**config.mk**
```make
export PLATFORM = sky130hd
export DESIGN_NAME = move_toward_target_step_top
export DESIGN_NICKNAME = d
export VERILOG_FILES = /design/src/hdl/mtts_pkg.sv /design/src/hdl/move_toward_target_step_top.sv
export SDC_FILE = /design/constraint.sdc
export NUM_CORES = 2
export LEC_CHECK = 0
export ABC_AREA = 1
export BUFFER_PORTS_ARGS = -buffer_cell sky130_fd_sc_hd__buf_2
export CAP_MARGIN = 10
export CORE_MARGIN = 4
export CORE_UTILIZATION = 53
export CTS_BUF_LIST = sky130_fd_sc_hd__clkbuf_8
export CTS_CLUSTER_DIAMETER = 200
export DETAILED_ROUTE_END_ITERATION = 8
export PLACE_DENSITY = 0.71
export SLEW_MARGIN = 15
export SYNTH_ARGS = -nofsm -noshare
export SYNTH_HDL_FRONTEND = slang
export SYNTH_SLANG_ARGS = --single-unit
```
**constraint.sdc**
```tcl
create_clock -name clk_i -period 11.5 [get_ports clk_i]
set_input_delay 1.15 -clock clk_i [delete_from_list [all_inputs] [get_ports clk_i]]
set_output_delay 1.15 -clock clk_i [all_outputs]
set_load 0.03 [all_outputs]
```
**src/hdl/mtts_pkg.sv**
```systemverilog
// Package with the transaction types and fixed constants of the move toward target step block.
package mtts_pkg;

  localparam int unsigned IN_COORD_W = 24;
  localparam int unsigned SPEED_W    = 24;
  localparam int unsigned ELAPSED_W  = 16;
  localparam int unsigned STEP_W     = 24;
  localparam int unsigned FRAC_SHIFT = 16;

  localparam logic [1:0] FUNC_PLACE = 2'd0;
  localparam logic [1:0] FUNC_GOTO  = 2'd1;
  localparam logic [1:0] FUNC_TICK  = 2'd2;
  localparam logic [1:0] FUNC_NOP   = 2'd3;

  typedef struct packed {
    logic [1:0]                   func;
    logic signed [IN_COORD_W-1:0] target_x;
    logic signed [IN_COORD_W-1:0] target_y;
    logic [ELAPSED_W-1:0]         elapsed;
  } in_t;

  typedef struct packed {
    logic signed [IN_COORD_W-1:0] pos_x;
    logic signed [IN_COORD_W-1:0] pos_y;
    logic                         is_moving;
    logic                         arrived;
  } out_t;

endpackage

```
**src/hdl/move_toward_target_step_top.sv**
```systemverilog
// Top level of the move toward target step block: sequencer, shared multiplier, root and divider.
//
// Usage: commands arrive on the input channel (valid/ready) and each one gives exactly one
// result transaction on the output channel (valid/ready). The speed register is written
// through cfg_we_i/cfg_wdata_i; the user must write it only while the block is idle, since
// the block itself does not enforce this. Place, go-to, no-op and ticks while stopped go
// from acceptance straight to the result state, which loads the output register. A tick
// while moving runs one shared multiplier for the step and the two squares, then a
// digit-by-digit square root. If the destination is within the step, the point moves onto
// it; otherwise a restoring divider runs for the x axis and then for the y axis before the
// result state.
// One command is worked on at a time; the next one is accepted once the sequencer is back in
// its idle state, even while the previous result still waits in the output register.
// When the receiver stalls, a finished command holds in its last state until the output
// register frees.
// Reset clears the position, the destination, the moving flag and the speed to zero and
// empties the output register.
module move_toward_target_step_top
  import mtts_pkg::*;
#(
  parameter int unsigned COORD_WIDTH = 24
) (
  input  logic               clk_i,
  input  logic               rst_ni,
  input  logic               in_valid_i,
  output logic               in_ready_o,
  input  in_t                in_data_i,
  output logic               out_valid_o,
  input  logic               out_ready_i,
  output out_t               out_data_o,
  input  logic               cfg_we_i,
  input  logic [SPEED_W-1:0] cfg_wdata_i
);

  localparam int unsigned CW   = COORD_WIDTH;
  localparam int unsigned RW   = CW + 1;
  localparam int unsigned MW   = (CW > STEP_W) ? CW : STEP_W;
  localparam int unsigned PW   = 2 * MW;
  localparam int unsigned SW   = 2 * CW + 1;
  localparam int unsigned RADW = 2 * RW;
  localparam int unsigned NW   = CW + STEP_W;
  localparam int unsigned ITW  = (RW > STEP_W) ? RW : STEP_W;
  localparam int unsigned CNTW = $clog2(ITW);

  localparam logic [3:0] S_IDLE  = 4'd0;
  localparam logic [3:0] S_MSTEP = 4'd1;
  localparam logic [3:0] S_MSQX  = 4'd2;
  localparam logic [3:0] S_MSQY  = 4'd3;
  localparam logic [3:0] S_SUM   = 4'd4;
  localparam logic [3:0] S_SQRT  = 4'd5;
  localparam logic [3:0] S_CMP   = 4'd6;
  localparam logic [3:0] S_LDX   = 4'd7;
  localparam logic [3:0] S_DIV   = 4'd8;
  localparam logic [3:0] S_MULY  = 4'd9;
  localparam logic [3:0] S_LDY   = 4'd10;
  localparam logic [3:0] S_RES   = 4'd11;

  logic [3:0]           state_q;
  logic [CNTW-1:0]      cnt_q;
  logic                 div_y_q;
  logic                 out_valid_q;
  logic signed [CW-1:0] cur_x_q, cur_y_q, dest_x_q, dest_y_q;
  logic                 moving_q;
  logic [SPEED_W-1:0]   speed_q;

  logic [PW-1:0]        prod_q;
  logic [STEP_W-1:0]    step_q;
  logic [CW-1:0]        ax_q, ay_q;
  logic                 negx_q, negy_q;
  logic [ELAPSED_W-1:0] elapsed_q;
  logic [SW-1:0]        sum_q;
  logic [RADW-1:0]      rad_q;
  logic [RW-1:0]        root_q;
  logic [RW+1:0]        sqrem_q;
  logic [RW-1:0]        drem_q;
  logic [STEP_W-1:0]    nlo_q;
  logic [STEP_W-1:0]    qx_q;
  logic                 arrived_q;
  out_t                 out_q;

  logic                 in_acc;
  logic                 out_load;
  logic signed [CW:0]   dxw, dyw;
  logic [MW-1:0]        mul_a, mul_b;
  logic [RW+3:0]        sq_rsh, sq_trial;
  logic                 sq_take;
  logic [RW+1:0]        sqrem_d;
  logic [RW-1:0]        root_d;
  logic [RW:0]          dv_r2;
  logic                 dv_take;
  logic [RW-1:0]        drem_d;
  logic [STEP_W-1:0]    nlo_d;
  logic [CW-1:0]        qx_c, qy_c;
  logic [CW-1:0]        cur_x_d, cur_y_d;

  assign in_ready_o  = (state_q == S_IDLE);
  assign in_acc      = in_valid_i && in_ready_o;
  assign out_load    = (state_q == S_RES) && (!out_valid_q || out_ready_i);
  assign out_valid_o = out_valid_q;
  assign out_data_o  = out_q;

  assign dxw = (CW+1)'(dest_x_q) - (CW+1)'(cur_x_q);
  assign dyw = (CW+1)'(dest_y_q) - (CW+1)'(cur_y_q);

  // The one multiplier; its product is registered and read in the following state.
  always_comb begin
    mul_a = '0;
    mul_b = '0;
    unique case (state_q)
      S_MSTEP: begin
        mul_a = MW'(speed_q);
        mul_b = MW'(elapsed_q);
      end
      S_MSQX: begin
        mul_a = MW'(ax_q);
        mul_b = MW'(ax_q);
      end
      S_MSQY: begin
        mul_a = MW'(ay_q);
        mul_b = MW'(ay_q);
      end
      S_CMP: begin
        mul_a = MW'(step_q);
        mul_b = MW'(ax_q);
      end
      S_MULY: begin
        mul_a = MW'(step_q);
        mul_b = MW'(ay_q);
      end
      default: begin
        mul_a = '0;
        mul_b = '0;
      end
    endcase
  end

  // One digit of the square root per cycle, two radicand bits at a time.
  always_comb begin
    sq_rsh   = {sqrem_q, rad_q[RADW-1 -: 2]};
    sq_trial = {2'b00, root_q, 2'b01};
    sq_take  = (sq_rsh >= sq_trial);
    sqrem_d  = sq_take ? (RW+2)'(sq_rsh - sq_trial) : (RW+2)'(sq_rsh);
    root_d   = {root_q[RW-2:0], sq_take};
  end

  // One quotient bit per cycle. The remainder stays below the distance because the quotient
  // never exceeds the step.
  always_comb begin
    dv_r2   = {drem_q, nlo_q[STEP_W-1]};
    dv_take = (dv_r2 >= {1'b0, root_q});
    drem_d  = dv_take ? RW'(dv_r2 - {1'b0, root_q}) : RW'(dv_r2);
    nlo_d   = {nlo_q[STEP_W-2:0], dv_take};
  end

  assign qx_c    = CW'(qx_q);
  assign qy_c    = CW'(nlo_d);
  assign cur_x_d = CW'(cur_x_q) + (negx_q ? CW'(-qx_c) : qx_c);
  assign cur_y_d = CW'(cur_y_q) + (negy_q ? CW'(-qy_c) : qy_c);

  always_ff @(posedge clk_i or negedge rst_ni) begin
    if (!rst_ni) begin
      state_q     <= S_IDLE;
      cnt_q       <= '0;
      div_y_q     <= 1'b0;
      out_valid_q <= 1'b0;
      cur_x_q     <= '0;
      cur_y_q     <= '0;
      dest_x_q    <= '0;
      dest_y_q    <= '0;
      moving_q    <= 1'b0;
      speed_q     <= '0;
    end else begin
      if (cfg_we_i) begin
        speed_q <= cfg_wdata_i;
      end
      if (out_load) begin
        out_valid_q <= 1'b1;
      end else if (out_ready_i) begin
        out_valid_q <= 1'b0;
      end
      unique case (state_q)
        S_IDLE: begin
          if (in_acc) begin
            state_q <= S_RES;
            unique case (in_data_i.func)
              FUNC_PLACE: begin
                cur_x_q  <= CW'(in_data_i.target_x);
                cur_y_q  <= CW'(in_data_i.target_y);
                dest_x_q <= CW'(in_data_i.target_x);
                dest_y_q <= CW'(in_data_i.target_y);
                moving_q <= 1'b0;
              end
              FUNC_GOTO: begin
                dest_x_q <= CW'(in_data_i.target_x);
                dest_y_q <= CW'(in_data_i.target_y);
                moving_q <= 1'b1;
              end
              FUNC_TICK: begin
                if (moving_q) begin
                  state_q <= S_MSTEP;
                end
              end
              default: begin
                state_q <= S_RES;
              end
            endcase
          end
        end
        S_MSTEP: state_q <= S_MSQX;
        S_MSQX:  state_q <= S_MSQY;
        S_MSQY:  state_q <= S_SUM;
        S_SUM: begin
          cnt_q   <= CNTW'(RW - 1);
          state_q <= S_SQRT;
        end
        S_SQRT: begin
          cnt_q <= cnt_q - 1'b1;
          if (cnt_q == '0) begin
            state_q <= S_CMP;
          end
        end
        S_CMP: begin
          if (ITW'(root_q) <= ITW'(step_q)) begin
            cur_x_q  <= dest_x_q;
            cur_y_q  <= dest_y_q;
            moving_q <= 1'b0;
            state_q  <= S_RES;
          end else begin
            state_q <= S_LDX;
          end
        end
        S_LDX, S_LDY: begin
          cnt_q   <= CNTW'(STEP_W - 1);
          div_y_q <= (state_q == S_LDY);
          state_q <= S_DIV;
        end
        S_DIV: begin
          cnt_q <= cnt_q - 1'b1;
          if (cnt_q == '0) begin
            if (div_y_q) begin
              cur_x_q <= cur_x_d;
              cur_y_q <= cur_y_d;
              state_q <= S_RES;
            end else begin
              state_q <= S_MULY;
            end
          end
        end
        S_MULY: state_q <= S_LDY;
        S_RES: begin
          if (out_load) begin
            state_q <= S_IDLE;
          end
        end
        default: state_q <= S_IDLE;
      endcase
    end
  end

  always_ff @(posedge clk_i) begin
    prod_q <= mul_a * mul_b;
    unique case (state_q)
      S_IDLE: begin
        arrived_q <= 1'b0;
        elapsed_q <= in_data_i.elapsed;
        ax_q      <= dxw[CW] ? CW'(-dxw) : CW'(dxw);
        ay_q      <= dyw[CW] ? CW'(-dyw) : CW'(dyw);
        negx_q    <= dxw[CW];
        negy_q    <= dyw[CW];
      end
      S_MSQX: step_q <= prod_q[FRAC_SHIFT +: STEP_W];
      S_MSQY: sum_q  <= SW'(prod_q);
      S_SUM: begin
        rad_q   <= RADW'(sum_q) + RADW'(prod_q);
        root_q  <= '0;
        sqrem_q <= '0;
      end
      S_SQRT: begin
        rad_q   <= {rad_q[RADW-3:0], 2'b00};
        sqrem_q <= sqrem_d;
        root_q  <= root_d;
      end
      S_CMP: begin
        arrived_q <= (ITW'(root_q) <= ITW'(step_q));
      end
      S_LDX, S_LDY: begin
        drem_q <= RW'(prod_q[NW-1:STEP_W]);
        nlo_q  <= prod_q[STEP_W-1:0];
      end
      S_DIV: begin
        drem_q <= drem_d;
        nlo_q  <= nlo_d;
        if (cnt_q == '0 && !div_y_q) begin
          qx_q <= nlo_d;
        end
      end
      S_RES: begin
        if (out_load) begin
          out_q.pos_x     <= IN_COORD_W'(cur_x_q);
          out_q.pos_y     <= IN_COORD_W'(cur_y_q);
          out_q.is_moving <= moving_q;
          out_q.arrived   <= arrived_q;
        end
      end
      default: begin
      end
    endcase
  end

  a_arrived_stops: assert property (@(posedge clk_i) disable iff (!rst_ni)
    out_valid_o && out_data_o.arrived |-> !out_data_o.is_moving)
    else $error("arrived reported while still moving");

  a_idle_tick: assert property (@(posedge clk_i) disable iff (!rst_ni)
    in_valid_i && in_ready_o && (in_data_i.func == FUNC_TICK) && !moving_q
    |=> state_q == S_RES)
    else $error("tick while stopped did not go straight to the result");

  a_div_rem: assert property (@(posedge clk_i) disable iff (!rst_ni)
    state_q == S_DIV |-> drem_q < root_q)
    else $error("divider remainder not below the distance");

  a_div_only_far: assert property (@(posedge clk_i) disable iff (!rst_ni)
    state_q == S_LDX |-> ITW'(root_q) > ITW'(step_q))
    else $error("division started although the destination is within the step");

endmodule

```
==> parameters.txt <==
Parameter                              Value

Outcome
  Status ... complete, no violations

Clock network
  Setup repair bufs after CTS ... 0
  CTS tree ... done
  Deepest level of the CTS H-tree ... 3
  Maximum buffer depth of the clock tree ... 3
  Post-CTS sizing ... 0
  Clock insertion delay at the later pin of the skew report ... 770 ps
  Inserted Clock Buffers ... 95
  Clock tree root driver cell ... sky130_fd_sc_hd__clkbuf_8
  Hold-fix buffers at CTS ... 0
  Clock edge transition at the registers on the reported setup and hold paths ... approximately 60 ps
  TritonCTS Sinks ... 544

Synth
  Share of async-settable or async-resettable flops after synthesis ... 0.243
  Portion of synthesized cell area occupied by the leading cell type ... 0.201
  Most frequently used flop master after synthesis ... sky130_fd_sc_hd__edfxtp_1
  Post-synthesis instance area ... 0.0545 mm2
  Post-synthesis cell type with the largest combined area ... sky130_fd_sc_hd__edfxtp_1
  Synth cell count leaders ... sky130_fd_sc_hd__nand2_1, sky130_fd_sc_hd__inv_1, sky130_fd_sc_hd__nor2_1, sky130_fd_sc_hd__fa_1, sky130_fd_sc_hd__ha_1
  Number of instances in the synthesized netlist ... 6875
  Number of synthesized register bits ... 544
  Share of synthesized area occupied by flip-flops and latches ... 0.279
  Warning count from the yosys run ... 0
  Largest cells by area after synthesis ... sky130_fd_sc_hd__edfxtp_1, sky130_fd_sc_hd__fa_1, sky130_fd_sc_hd__nand2_1, sky130_fd_sc_hd__ha_1, sky130_fd_sc_hd__inv_1
  Post-Synthesis Mean Instance Area ... 7.93 um2
  Syn nets ... 7856
  Yosys cell types ... slightly above 60
  Count of flip-flops with a built-in enable after synthesis ... 364
  Most frequently used cell type in the post-synthesis netlist ... sky130_fd_sc_hd__nand2_1

Setup path
  Category of the worst setup path capture point ... flop
  Cell occurring most often along the worst timing path ... sky130_fd_sc_hd__fa_1
  Master of the slowest instance on the critical path ... sky130_fd_sc_hd__nor4_4
  Number of cells on the worst reg-to-reg path ... 32
  Kind of cell adding the most delay to the critical path ... adder cells
  Biggest fanout along the worst timing path ... 24
  Kind of launch point of the worst setup path ... flop
  R2r setup slk ... around 2400 ps
  Critical register-to-register path startpoint ... state_q[2]
  Endpoint required time on the critical path ... 12140 ps
  Buffers and inverters on the worst path ... 9
  Worst EP arrival ... slightly below 10000 ps
  Category of the most critical setup path ... flop to flop
  Worst reg2reg endpoint ... prod_q[42]
  Worst path max stage delay ... between 900 and 1000 ps

Timing
  Total Neg Setup Slack ... 0 ps
  Setup repair after global routing missed its margin ... false
  Normalized max-slew margin ... 0.211
  Number of hold violations in the final report ... 0
  Pins over their slew limit ... 0
  Skew final ... roughly 55 ps
  Minimum period implied by the final worst setup slack ... 9140 ps
  Number of failing setup endpoints in the final timing report ... 0
  FMAX ... 109 MHz
  Slew at the pin closest to its max-slew limit ... 1180 ps
  Final critical-path share of the clock period ... 0.794

Floorplanning
  Io pins ... 147
  Die area ... 0.108 mm2
  Cell Rows ... 117
  Starting utilization of the core area ... 0.535
  Standard cell core area ... 0.102 mm2
  Width of the chip ... 329 um
  Die extent in y ... 329 um

Place
  Estimated wirelength of the detail-placed design ... approximately 150000 um
  Cell area reported after detailed placement ... 0.0566 mm2
  IO Port Bufs ... between 100 and 150
  Final GP Congestion ... 1.01

Detailed routing
  First-pass detailed-route iteration total ... 8
  DRC errors left ... 0
  DRT antenna net count ... 0
  DR vias ... ~48000
  Starting DRC count in detailed routing ... 5494
  Vias per Instance ... between 5 and 6
  Post-detailed-routing wire length ... 189000 um
  Final routed wire length divided by cell count ... 22.3 um

GRT
  Initial antenna violation count ... 15
  Overflow after GRT ... 0
  Pin count of the biggest net entering global routing ... 72
  Via count of the first global-routing pass ... around 47000
  Wire length of the first global-routing pass ... 283000 um
  Total GRT Usage ... 0.349

Min path
  HP Class ... primary input to asynchronous set/reset pin

Final layout
  Layout Nets ... around 8000
  Design Area, Final ... between 0.05 and 0.06 mm2
  Synthesis-to-finish area growth ... 7.49%
  Fillcell total ... 9610
  Fraction of final layout cells sized beyond drive strength 1 ... 0.0671

Run
  # Max-Cap Violations ... 0
worst reg2reg max path, delay by kind of cell, from the launching register on:
family                   cells  cell delay, ps
flip-flops                   1             810
XOR/XNOR                     1             130
adder cells (fa/ha/maj)      8            3690
AO/OA/AOI/OAI                5            1150
AND/OR/NAND/NOR              9            1820
buffers and inverters        9            1460
cells by family after synthesis:
logic type	count (synthesis)	share of synthesized area
AO/OA/AOI/OAI	1016	0.104
XOR/XNOR	197	0.0318
AND/OR/NAND/NOR	2732	0.209
buffers and inverters	1500	0.106
adder cells (fa/ha/maj)	886	0.271
flip-flops	544	0.279
worst max path at each step:
stage,startpoint,endpoint,slack (ps),depth (start not counted)
2_1_floorplan,state_q[2],prod_q[40],3150,37
4_1_cts,state_q[2],prod_q[42],2570,32
3_3_place_gp,state_q[2],prod_q[42],2660,32
5_1_grt,state_q[2],prod_q[42],1990,32
3_5_place_dp,state_q[2],prod_q[42],2530,32
6_report,state_q[2],prod_q[42],2360,32
state kept, by name (all words and copies together), names as in the netlist, 25 cells and up:
signal      cells
prod_q         48
root_q         25
drem_q         25
sqrem_q        27
rad_q          50
out_data_o     50
sum_q          48
final cells by class:
class | count | area, um2 | share of cell area
Multi-Input combinational cell | 4831 | 33600 | 0.574
Inverter | 1335 | 5010 | 0.0856
Sequential cell | 544 | 15200 | 0.259
Timing Repair Buffer | 194 | 1100 | 0.0187
Antenna cell | 4 | 10.0 | 0.000171
Clock buffer | 104 | 1430 | 0.0244
Clock inverter | 75 | 500 | 0.00854
Tap cell | 1368 | 1710 | 0.0292
metal layers:
layer | up-vias | global-route usage | wire [um]
met1 | 23100 | 0.505 | 82400
li1 | 22100 | - | -
met4 | 4 | 0.120 | 7740
met3 | 380 | 0.0988 | 21500
met5 | - | 0 | 22
met2 | 2306 | 0.501 | 77300
stage by stage:
stage                     instances  utilization  hold slack [ps]  setup WS [ps]
after global placement         8272        0.556              450           2660
after global routing           8453        0.575              419           1990
after floorplan                6875            -              400           3150
after CTS                      8451        0.575              371           2570
after detailed placement       8272        0.556              456           2530
final                          8455        0.575              388           2360
cells in the final DEF, fill, tap and decap left out, drive strengths merged, types with 6 or more instances in the layout:
cell and count:
inv 1363, and3 6, fa 488, nand3b 15, a21o 24, nor2 677, a221oi 6, nand2 1612
nand4 71, xnor2 83, o31ai 9, ha 398, a21oi 373, clkbuf 104, nor3 56, o21a 14
clkinv 40, o21bai 34, o211ai 45, buf 194, a211oi 10, or2 34, o21ai 416, nand3 222
o22ai 9, a31oi 55, edfxtp 364, nor4 33, xor2 114, dfrtp 132, dfxtp 48
Power is left out: the tool's default activity adds up to more than one toggle a clock period on the data nets, which glitch-free logic cannot reach.
